$ cat src/hdl/rnid_pkg.sv
package rnid_pkg;

  // field widths of the channels and the configuration port
  localparam int CODE_W      = 8;
  localparam int CFG_W       = 11;
  localparam int CFG_IDX_W   = 1;
  localparam int GROUP_W     = 64;
  localparam int PCOUNT_W    = 5;
  localparam int GROUP_BYTES = GROUP_W / 8;

  // decoded byte counter and limit
  localparam int BCNT_W = 21;
  localparam int PROD_W = 2 * CFG_W;
  // longest run of one token in bytes (pair run of 255 pairs)
  localparam int RUN_W  = 9;

  // configuration register indexes
  localparam logic [CFG_IDX_W-1:0] CFG_COLUMN_PAIRS = 1'd0;
  localparam logic [CFG_IDX_W-1:0] CFG_ROW_COUNT    = 1'd1;

  // configuration reset values
  localparam logic [CFG_W-1:0] COLUMN_PAIRS_RST = 11'd320;
  localparam logic [CFG_W-1:0] ROW_COUNT_RST    = 11'd400;

  // escape tokens of the compressed stream
  localparam logic [CODE_W-1:0] TOK_PAIR = 8'hFE;
  localparam logic [CODE_W-1:0] TOK_FILL = 8'hFF;

  // kind of run started in the datapath
  localparam logic [1:0] RUN_LIT  = 2'd0;
  localparam logic [1:0] RUN_FILL = 2'd1;
  localparam logic [1:0] RUN_PAIR = 2'd2;

  // controller to datapath
  typedef struct packed {
    logic       ld_count;
    logic       ld_first;
    logic       start;
    logic [1:0] run_sel;
    logic       emit;
    logic       clr_bw;
  } dp_cmd_t;

  // datapath to controller
  typedef struct packed {
    logic tok_pair;
    logic tok_fill;
    logic lim_full;
    logic run_empty;
    logic last_group;
  } dp_sts_t;

endpackage

$ cat src/hdl/rnid_chan_if.sv
// compressed byte channel
interface rnid_in_if;
  logic                         valid;
  logic                         ready;
  logic [rnid_pkg::CODE_W-1:0]  code_byte;
  logic                         stream_end;

  modport source (output valid, code_byte, stream_end, input ready);
  modport sink   (input valid, code_byte, stream_end, output ready);
endinterface

// pixel group channel
interface rnid_out_if;
  logic                          valid;
  logic                          ready;
  logic [rnid_pkg::GROUP_W-1:0]  pixel_group;
  logic [rnid_pkg::PCOUNT_W-1:0] pixel_count;
  logic                          run_last;
  logic                          image_done;

  modport source (output valid, pixel_group, pixel_count, run_last, image_done, input ready);
  modport sink   (input valid, pixel_group, pixel_count, run_last, image_done, output ready);
endinterface

$ cat src/hdl/rnid_dp.sv
module rnid_dp #(
  parameter int BYTES_PER_RESULT = 8
) (
  input  logic                              clk,
  input  logic                              rst_n,
  input  logic                              cfg_we,
  input  logic [rnid_pkg::CFG_IDX_W-1:0]    cfg_index,
  input  logic [rnid_pkg::CFG_W-1:0]        cfg_wdata,
  input  logic [rnid_pkg::CODE_W-1:0]       in_code_byte,
  input  rnid_pkg::dp_cmd_t                 cmd,
  output rnid_pkg::dp_sts_t                 sts,
  output logic [rnid_pkg::GROUP_W-1:0]      out_pixel_group,
  output logic [rnid_pkg::PCOUNT_W-1:0]     out_pixel_count,
  output logic                              out_run_last,
  output logic                              out_image_done
);

  localparam int KW = $clog2(BYTES_PER_RESULT + 1);

  logic [rnid_pkg::CFG_W-1:0]   col_r, row_r;
  logic [rnid_pkg::PROD_W-1:0]  prod;
  logic [rnid_pkg::BCNT_W-1:0]  lim_r;
  logic [rnid_pkg::CODE_W-1:0]  run_len_r, first_r, pat_a_r, pat_b_r;
  logic [rnid_pkg::BCNT_W-1:0]  bw_r, bw_add, room;
  logic [rnid_pkg::RUN_W-1:0]   rem_r, total, n_bytes;
  logic                         par_r;
  logic [KW-1:0]                k;
  logic [rnid_pkg::GROUP_W-1:0] group;
  logic [rnid_pkg::GROUP_W-1:0] group_r;
  logic [rnid_pkg::PCOUNT_W-1:0] count_r;
  logic                         last_r, done_r;

  // configuration registers
  always_ff @(posedge clk) begin
    if (!rst_n) begin
      col_r <= rnid_pkg::COLUMN_PAIRS_RST;
      row_r <= rnid_pkg::ROW_COUNT_RST;
    end else if (cfg_we) begin
      case (cfg_index)
        rnid_pkg::CFG_COLUMN_PAIRS: col_r <= cfg_wdata;
        rnid_pkg::CFG_ROW_COUNT:    row_r <= cfg_wdata;
        default: ;
      endcase
    end
  end

  // byte limit, saturated to the counter range
  assign prod = col_r * row_r;

  always_ff @(posedge clk) begin
    lim_r <= prod[rnid_pkg::PROD_W-1] ? '1 : prod[rnid_pkg::BCNT_W-1:0];
  end

  // run length in bytes of the token being completed, cut at the limit
  always_comb begin
    case (cmd.run_sel)
      rnid_pkg::RUN_LIT:  total = rnid_pkg::RUN_W'(1);
      rnid_pkg::RUN_FILL: total = {1'b0, run_len_r};
      rnid_pkg::RUN_PAIR: total = {run_len_r, 1'b0};
      default:            total = '0;
    endcase
  end

  assign room    = lim_r - bw_r;
  assign n_bytes = (rnid_pkg::BCNT_W'(total) < room) ? total : room[rnid_pkg::RUN_W-1:0];

  // bytes in the group being built
  assign k = (rem_r < rnid_pkg::RUN_W'(BYTES_PER_RESULT)) ?
             rem_r[KW-1:0] : KW'(BYTES_PER_RESULT);
  assign bw_add = bw_r + rnid_pkg::BCNT_W'(k);

  // alternate the two pattern bytes, first byte in the low lane
  always_comb begin
    group = '0;
    for (int j = 0; j < rnid_pkg::GROUP_BYTES; j++) begin
      if (j < int'(k)) begin
        group[8*j +: 8] = (par_r ^ j[0]) ? pat_b_r : pat_a_r;
      end
    end
  end

  // header bytes
  always_ff @(posedge clk) begin
    if (cmd.ld_count) begin
      run_len_r <= in_code_byte;
    end
    if (cmd.ld_first) begin
      first_r <= in_code_byte;
    end
  end

  // run in progress
  always_ff @(posedge clk) begin
    if (cmd.start) begin
      pat_a_r <= (cmd.run_sel == rnid_pkg::RUN_PAIR) ? first_r : in_code_byte;
      pat_b_r <= in_code_byte;
      rem_r   <= n_bytes;
      par_r   <= 1'b0;
    end else if (cmd.emit) begin
      rem_r <= rem_r - rnid_pkg::RUN_W'(k);
      par_r <= par_r ^ k[0];
    end
  end

  // decoded byte counter
  always_ff @(posedge clk) begin
    if (!rst_n || cmd.clr_bw) begin
      bw_r <= '0;
    end else if (cmd.emit) begin
      bw_r <= bw_add;
    end
  end

  // output register payload
  always_ff @(posedge clk) begin
    if (cmd.emit) begin
      group_r <= group;
      count_r <= rnid_pkg::PCOUNT_W'({k, 1'b0});
      last_r  <= sts.last_group;
      done_r  <= (bw_add >= lim_r);
    end
  end

  assign out_pixel_group = group_r;
  assign out_pixel_count = count_r;
  assign out_run_last    = last_r;
  assign out_image_done  = done_r;

  // status
  assign sts.tok_pair   = (in_code_byte == rnid_pkg::TOK_PAIR);
  assign sts.tok_fill   = (in_code_byte == rnid_pkg::TOK_FILL);
  assign sts.lim_full   = (bw_r >= lim_r);
  assign sts.run_empty  = (n_bytes == '0);
  assign sts.last_group = (rem_r <= rnid_pkg::RUN_W'(BYTES_PER_RESULT));

endmodule

$ cat src/hdl/rnid_ctrl.sv
module rnid_ctrl (
  input  logic              clk,
  input  logic              rst_n,
  input  logic              cfg_we,
  input  logic              in_valid,
  input  logic              in_stream_end,
  output logic              in_ready,
  output logic              out_valid,
  input  logic              out_ready,
  input  rnid_pkg::dp_sts_t sts,
  output rnid_pkg::dp_cmd_t cmd
);

  // parser phases
  localparam logic [1:0] PH_TOKEN  = 2'd0;
  localparam logic [1:0] PH_COUNT  = 2'd1;
  localparam logic [1:0] PH_VALUE  = 2'd2;
  localparam logic [1:0] PH_SECOND = 2'd3;

  // emission states
  localparam logic ST_IDLE = 1'b0;
  localparam logic ST_EMIT = 1'b1;

  logic [1:0] phase_r, phase_nxt;
  logic       kind_r, kind_nxt;
  logic       state_r, state_nxt;
  logic       end_pend_r, end_pend_nxt;
  logic       out_valid_r, out_valid_nxt;
  logic       lim_ok_r;
  logic       in_fire;
  logic       go_emit;

  assign in_ready  = (state_r == ST_IDLE) && lim_ok_r;
  assign in_fire   = in_valid && in_ready;
  assign out_valid = out_valid_r;

  // parser and emission sequencing
  always_comb begin
    phase_nxt     = phase_r;
    kind_nxt      = kind_r;
    state_nxt     = state_r;
    end_pend_nxt  = end_pend_r;
    out_valid_nxt = out_valid_r && !out_ready;
    go_emit       = 1'b0;
    cmd           = '0;
    cmd.run_sel   = rnid_pkg::RUN_LIT;

    case (state_r)
      ST_IDLE: begin
        if (in_fire) begin
          if (!sts.lim_full) begin
            case (phase_r)
              PH_TOKEN: begin
                if (sts.tok_pair) begin
                  kind_nxt  = 1'b1;
                  phase_nxt = PH_COUNT;
                end else if (sts.tok_fill) begin
                  kind_nxt  = 1'b0;
                  phase_nxt = PH_COUNT;
                end else begin
                  cmd.start   = 1'b1;
                  cmd.run_sel = rnid_pkg::RUN_LIT;
                  go_emit     = !sts.run_empty;
                end
              end
              PH_COUNT: begin
                cmd.ld_count = 1'b1;
                phase_nxt    = PH_VALUE;
              end
              PH_VALUE: begin
                if (kind_r) begin
                  cmd.ld_first = 1'b1;
                  phase_nxt    = PH_SECOND;
                end else begin
                  cmd.start   = 1'b1;
                  cmd.run_sel = rnid_pkg::RUN_FILL;
                  go_emit     = !sts.run_empty;
                  phase_nxt   = PH_TOKEN;
                end
              end
              default: begin
                cmd.start   = 1'b1;
                cmd.run_sel = rnid_pkg::RUN_PAIR;
                go_emit     = !sts.run_empty;
                phase_nxt   = PH_TOKEN;
              end
            endcase
          end
          if (go_emit) begin
            state_nxt = ST_EMIT;
          end
          // end of stream: parser restarts, counter clears once the run is out
          if (in_stream_end) begin
            phase_nxt = PH_TOKEN;
            kind_nxt  = 1'b0;
            if (go_emit) begin
              end_pend_nxt = 1'b1;
            end else begin
              cmd.clr_bw = 1'b1;
            end
          end
        end
      end
      default: begin
        cmd.emit = !out_valid_r || out_ready;
        if (cmd.emit) begin
          out_valid_nxt = 1'b1;
          if (sts.last_group) begin
            state_nxt    = ST_IDLE;
            cmd.clr_bw   = end_pend_r;
            end_pend_nxt = 1'b0;
          end
        end
      end
    endcase
  end

  always_ff @(posedge clk) begin
    if (!rst_n) begin
      phase_r     <= PH_TOKEN;
      kind_r      <= 1'b0;
      state_r     <= ST_IDLE;
      end_pend_r  <= 1'b0;
      out_valid_r <= 1'b0;
    end else begin
      phase_r     <= phase_nxt;
      kind_r      <= kind_nxt;
      state_r     <= state_nxt;
      end_pend_r  <= end_pend_nxt;
      out_valid_r <= out_valid_nxt;
    end
  end

  // input held until the limit register settles after a configuration write
  always_ff @(posedge clk) begin
    if (!rst_n || cfg_we) begin
      lim_ok_r <= 1'b0;
    end else begin
      lim_ok_r <= 1'b1;
    end
  end

`ifndef SYNTHESIS
  a_start_emits: assert property (@(posedge clk) disable iff (!rst_n)
    (cmd.start && !sts.run_empty) |=> (state_r == ST_EMIT))
    else $error("run with bytes did not enter emission");

  a_last_group_idle: assert property (@(posedge clk) disable iff (!rst_n)
    (state_r == ST_EMIT && cmd.emit && sts.last_group) |=>
      (state_r == ST_IDLE && out_valid_r))
    else $error("final group did not end emission");

  a_cfg_blocks_input: assert property (@(posedge clk) disable iff (!rst_n)
    cfg_we |=> !in_ready)
    else $error("input taken while limit is stale");

  a_end_pend_emit: assert property (@(posedge clk) disable iff (!rst_n)
    end_pend_r |-> (state_r == ST_EMIT))
    else $error("pending stream end outside emission");
`endif

endmodule

$ cat src/hdl/rle_nibble_image_decoder_unit.sv
// run-length image decoder, 4-bit pixels
//
// in_chan carries one compressed byte per beat with stream_end on the last
// byte of a stream. out_chan carries groups of up to BYTES_PER_RESULT decoded
// bytes (two pixels each, first pixel in the lowest nibble) with run_last on
// the final group of a token and image_done once the byte limit is reached.
// cfg_we/cfg_index/cfg_wdata write image width in bytes and height in rows.
//
// header and escape bytes are accepted and emit no group. a literal is
// accepted, then its group is loaded into the output register. a run of n
// bytes holds in_chan.ready low while its groups of up to BYTES_PER_RESULT
// bytes go out, one group per cycle unless out_chan stalls. the first group
// is loaded in the emission state entered after the completing byte is taken.
//
// after reset the width and height are 320 and 400 and the input is held
// while the limit product settles into its register; each configuration
// write adds the same pause. when out_chan stalls, the output register holds
// its group and emission waits; input stays blocked until the run's final
// group is loaded, then the next byte is taken while that group still waits.
module rle_nibble_image_decoder_unit #(
  parameter int BYTES_PER_RESULT = 8
) (
  input  logic                           clk,
  input  logic                           rst_n,
  rnid_in_if.sink                        in_chan,
  rnid_out_if.source                     out_chan,
  input  logic                           cfg_we,
  input  logic [rnid_pkg::CFG_IDX_W-1:0] cfg_index,
  input  logic [rnid_pkg::CFG_W-1:0]     cfg_wdata
);

  rnid_pkg::dp_cmd_t cmd;
  rnid_pkg::dp_sts_t sts;

  // sequencing of parser and emission
  rnid_ctrl u_ctrl (
    .clk           (clk),
    .rst_n         (rst_n),
    .cfg_we        (cfg_we),
    .in_valid      (in_chan.valid),
    .in_stream_end (in_chan.stream_end),
    .in_ready      (in_chan.ready),
    .out_valid     (out_chan.valid),
    .out_ready     (out_chan.ready),
    .sts           (sts),
    .cmd           (cmd)
  );

  // counters, limit and group building
  rnid_dp #(
    .BYTES_PER_RESULT (BYTES_PER_RESULT)
  ) u_dp (
    .clk             (clk),
    .rst_n           (rst_n),
    .cfg_we          (cfg_we),
    .cfg_index       (cfg_index),
    .cfg_wdata       (cfg_wdata),
    .in_code_byte    (in_chan.code_byte),
    .cmd             (cmd),
    .sts             (sts),
    .out_pixel_group (out_chan.pixel_group),
    .out_pixel_count (out_chan.pixel_count),
    .out_run_last    (out_chan.run_last),
    .out_image_done  (out_chan.image_done)
  );

endmodule
$ cat src/flat_wrapper.sv
// flat-port wrapper written by rule: the top's interface ports become plain ports
module rle_nibble_image_decoder_unit_flat 
#(
  parameter int BYTES_PER_RESULT = 8
)
  (clk, rst_n, cfg_we, cfg_index, cfg_wdata, in_chan_valid, in_chan_code_byte, in_chan_stream_end, in_chan_ready, out_chan_valid, out_chan_pixel_group, out_chan_pixel_count, out_chan_run_last, out_chan_image_done, out_chan_ready);
  rnid_in_if in_chan_i ();
  rnid_out_if out_chan_i ();
  input  logic clk;
  input  logic rst_n;
  input  logic cfg_we;
  input  logic [rnid_pkg::CFG_IDX_W-1:0] cfg_index;
  input  logic [rnid_pkg::CFG_W-1:0] cfg_wdata;
  input wire logic [$bits(in_chan_i.valid)-1:0] in_chan_valid;
  input wire logic [$bits(in_chan_i.code_byte)-1:0] in_chan_code_byte;
  input wire logic [$bits(in_chan_i.stream_end)-1:0] in_chan_stream_end;
  output wire logic [$bits(in_chan_i.ready)-1:0] in_chan_ready;
  output wire logic [$bits(out_chan_i.valid)-1:0] out_chan_valid;
  output wire logic [$bits(out_chan_i.pixel_group)-1:0] out_chan_pixel_group;
  output wire logic [$bits(out_chan_i.pixel_count)-1:0] out_chan_pixel_count;
  output wire logic [$bits(out_chan_i.run_last)-1:0] out_chan_run_last;
  output wire logic [$bits(out_chan_i.image_done)-1:0] out_chan_image_done;
  input wire logic [$bits(out_chan_i.ready)-1:0] out_chan_ready;
  assign in_chan_i.valid = in_chan_valid;
  assign in_chan_i.code_byte = in_chan_code_byte;
  assign in_chan_i.stream_end = in_chan_stream_end;
  assign in_chan_ready = in_chan_i.ready;
  assign out_chan_valid = out_chan_i.valid;
  assign out_chan_pixel_group = out_chan_i.pixel_group;
  assign out_chan_pixel_count = out_chan_i.pixel_count;
  assign out_chan_run_last = out_chan_i.run_last;
  assign out_chan_image_done = out_chan_i.image_done;
  assign out_chan_i.ready = out_chan_ready;
  rle_nibble_image_decoder_unit #(.BYTES_PER_RESULT(BYTES_PER_RESULT)) u_core (.clk(clk), .rst_n(rst_n), .in_chan(in_chan_i), .out_chan(out_chan_i), .cfg_we(cfg_we), .cfg_index(cfg_index), .cfg_wdata(cfg_wdata));
endmodule
$ cat config.mk
export PLATFORM = sky130hd
export DESIGN_NAME = rle_nibble_image_decoder_unit_flat
export DESIGN_NICKNAME = d
export VERILOG_FILES = /design/src/hdl/rnid_pkg.sv /design/src/hdl/rnid_chan_if.sv /design/src/hdl/rnid_dp.sv /design/src/hdl/rnid_ctrl.sv /design/src/hdl/rle_nibble_image_decoder_unit.sv /design/src/flat_wrapper.sv
export SDC_FILE = /design/constraint.sdc
export NUM_CORES = 1
export LEC_CHECK = 0
export BUFFER_PORTS_ARGS = -buffer_cell sky130_fd_sc_hd__buf_4
export CAP_MARGIN = 20
export CORE_MARGIN = 3
export CORE_UTILIZATION = 35
export CTS_CLUSTER_DIAMETER = 30
export DETAILED_ROUTE_END_ITERATION = 12
export GPL_TIMING_DRIVEN = 0
export REMOVE_ABC_BUFFERS = 1
export SLEW_MARGIN = 20
export SYNTH_ARGS = -nofsm -noshare
export SYNTH_HDL_FRONTEND = slang
export SYNTH_SLANG_ARGS = --single-unit
$ cat constraint.sdc
create_clock -name clk -period 7.15 [get_ports clk]
set_input_delay 2.145 -clock clk [delete_from_list [all_inputs] [get_ports clk]]
set_output_delay 2.145 -clock clk [all_outputs]
set_load 0.02 [all_outputs]
==> run summary <==
Status -> finished, final reports clean
Required time of the critical path -> 7.46 ns
Hold WS -> 0.489 ns
Total number of vias -> 10400
First-pass GRT wire length -> 52300 microns
Post-CTS resize count -> 0
Sequential fraction of the synthesis area -> 34.2%
Leakage -> 6.61 nW
Die ar. -> 0.0423 sq mm
Cts-stage hold buffer count -> 0
Final std cells w/o fill -> 2069
Gp weighted congestion -> 0.871
Die Y-Extent -> 206 microns
CP bufs+invs -> 4
Tot GR Track Use -> 15.3%
Max Cap Violations -> 0
Critical Setup Path Class -> flop to flop
Worst-path cell with the longest stage delay -> dfxtp_1
Vias per cell -> 5.03
Clk Latency, worst-skew pair -> 0.45 ns
Synth top area cells -> edfxtp_1, fa_1, dfxtp_1
Crit. End Element -> flop
Post-Route WL -> 31800 microns
Ys Warns -> 0
Worst hold path class -> flop to flop
Least-Margin Pin Slew -> 1.04 ns
CP peak stage delay -> 0.61 ns
Clk slew on worst S/H paths -> 0.09 ns
Antenna violations before repair -> 0
Yosys reg bits -> 183
TNS Setup -> 0 ns
Max VDD drop -> 232 uV
Die X -> 206 microns
I/O pin cnt -> 99
Deepest clock path buffer count -> 2
Max frequency -> 162 MHz
Crit-path leading delay family -> adder cells
Startpoint types -> flop
Syn Area/Cell -> 9.47 sq um
Drt pass-1 iters -> 5
Worst Path Max Fanout -> 18
Largest net degree at the start of global routing -> 58
RSZ-0062 raised after global routing -> false
Clk sinks -> 183
Synth Instances -> 1473
Layout cells sized above 1 -> 12.5%
Post-route ant nets -> 0
1st-iter DRT viols -> 538
Post-synth cell types -> 79
Clock root cell -> clkbuf_16
Number of global-route vias before repair -> 10400
P per Cell Area -> 238 mW/mm^2
Drt wl/cell -> 15.4 microns
Placed cells -> 2038
Share of the synthesized area in the top cell type -> 23.9%
Fin. Hold Viols -> 0
Gr ovfl total -> 0
Worst path arrival time -> 6.47 ns
Sequential cell area -> 0.00477 sq mm
CTS tree -> done
Num CTS Buffers -> 17
Final Critical Period -> 6.16 ns
Fin Clk Skew -> 0.0167 ns
Setup violators final -> 0
Nets -> 1762
Mapped cell area -> 0.0140 sq mm
# fillers -> 3782
Largest area contributor in the netlist -> edfxtp_1
Area growth syn-to-layout -> 12.9%
Critical Path, Cell by Cell -> nand2_1 -> fa_1 -> fa_1 -> inv_1 -> fa_1 -> inv_1 -> fa_1 -> inv_1 -> fa_1 -> ha_1 -> or3_1 -> o311ai_0 -> a31o_2 -> o21ai_0 -> nor4_1 -> a21oi_1 -> xnor2_2 -> buf_6 -> o21ai_0
H-tree levels -> 4
Drt drc -> 0
Final Max Tran Viols -> 0
Port Buffers -> 97
Most common cell on crit path -> fa_1
# rows -> 72
# diodes -> 0
EDFF count, synth -> 111
Worst slew margin -> 30.1%
Detailed Place HPWL -> 25200 microns
Post-synth ARST share -> 0%
Footprint of the multi-input gates -> 0.00837 sq mm
R2R setup slack -> 0.99 ns
Ys flop type -> edfxtp_1
Initial core utilization -> 35.8%
Post-CTS Setup Inserts -> 0
Core area -> 0.0390 sq mm
Final period util -> 86.2%
-- logic make-up after synthesis --
kind of cell	after synthesis	synth area share (%)
adder cells (fa/ha/maj)	197	22.1
XOR/XNOR	62	3.89
buffers and inverters	208	5.99
other	2	0.0538
AND/OR/NAND/NOR	578	20.2
multiplexers	31	2.33
flip-flops	183	34.2
AO/OA/AOI/OAI	212	11.2
-- metal layers --
layer | vias up | GRT usage, % | part of all wire (%)
met2 | 191 | 26.5 | 49
met1 | 5039 | 19.7 | 46
met5 | - | 0 | 0
met3 | 34 | 2.78 | 3.8
li1 | 5145 | - | -
met4 | 0 | 3.56 | 1.2
-- placed cells by master (no fill, tap or decap), drive strengths merged, types with 8 or more instances in the layout --
master and count:
nor2b 18, nand3 30, or2 8, or4 10, inv 157, clkbuf 17
a21oi 39, xor2 16, nand4 13, o211ai 8, or3 10, nand2 206
nand2b 15, mux2i 22, ha 115, o21a 11, buf 104, dfxtp 72
xnor2 46, a211oi 11, mux2 9, and3 10, o21ai 40, nor2 129
o31ai 23, and2 63, edfxtp 111, fa 82, a21boi 22, nor3 33
a21o 12, nor4 11
-- final timing paths --
path	startpoint	end	depth (start not counted)
worst max-delay path	u_core.u_dp.col_r[0]	u_core.u_dp.lim_r[13]	19
worst min-delay path	u_core.u_ctrl.end_pend_r	u_core.u_ctrl.end_pend_r	2
worst max register to register	u_core.u_dp.col_r[0]	u_core.u_dp.lim_r[13]	19
worst min register to register	u_core.u_ctrl.end_pend_r	u_core.u_ctrl.end_pend_r	2
-- worst reg2reg max path, cell delays in order (launching register included) --
cell,delay [ns]
dfxtp_1,0.61
nand2_1,0.15
fa_1,0.54
fa_1,0.57
inv_1,0.06
fa_1,0.53
inv_1,0.05
fa_1,0.53
inv_1,0.05
fa_1,0.47
ha_1,0.26
or3_1,0.37
o311ai_0,0.56
a31o_2,0.28
o21ai_0,0.13
nor4_1,0.18
a21oi_1,0.10
xnor2_2,0.25
buf_6,0.21
o21ai_0,0.12
-- synthesized netlist by cell type, types with 9 or more instances --
cell and number:
xnor2_1 46, nand2b_1 15, o21a_1 11, dfxtp_1 72, nand3_1 30, and2_1 63, or3_1 10, ha_1 115
xor2_1 16, nor3_1 31, a21boi_0 22, clkbuf_1 44, and3_1 10, o21ai_0 34, nor2b_1 18, nand4_1 13
a21o_1 12, nand2_1 206, or4_1 10, a21oi_1 39, mux2i_1 22, inv_1 151, o31ai_2 14, nor2_1 129
edfxtp_1 111, nor4_1 9, a211oi_1 11, fa_1 82
-- power by group --
group | switching, mW | internal, mW | leakage [nW]
Combinational | 0.864 | 0.587 | 4.74
Clock | 0.473 | 0.466 | 0.278
Sequential | 0.0969 | 1.26 | 1.59
Total | 1.43 | 2.32 | 6.61
-- stage by stage --
| stage | total power, mW | utilization [%] | area, sq um | setup WS (ns) |
|---|---|---|---|---|
| final | 3.75 | 40.4 | 15800 | 0.990 |
| after global routing | 4.01 | 40.4 | 15800 | 0.547 |
| after CTS | 3.77 | 40.4 | 15800 | 0.919 |
| after detailed placement | 2.83 | 38.9 | 15200 | 0.716 |
| after global placement | 2.79 | 38.6 | 15100 | -0.893 |
| after floorplan | 2.42 | - | 13700 | 0.730 |
-- flip-flops by register name, indices dropped and copies added (netlist names), 4 cells and up --
| name | count |
|---|---|
| u_core.u_dp.bw_r | 21 |
| u_core.u_dp.pat_b_r | 8 |
| u_core.u_dp.first_r | 8 |
| u_core.u_dp.out_pixel_count | 4 |
| u_core.u_dp.run_len_r | 8 |
| u_core.u_dp.col_r | 11 |
| u_core.u_dp.pat_a_r | 8 |
| u_core.u_dp.row_r | 11 |
| u_core.u_dp.rem_r | 9 |
| u_core.u_dp.out_pixel_group | 64 |
| u_core.u_dp.lim_r | 21 |
-- layout make-up --
cell class	count	share of cell area (%)
tap	518	4.11
multi-input combinational	1082	53.1
clock inverter	14	0.985
inverter	151	3.61
sequential	183	30.3
clock buffer	17	2.70
timing repair buffer	104	5.16
(Power assumes the default switching activity.)
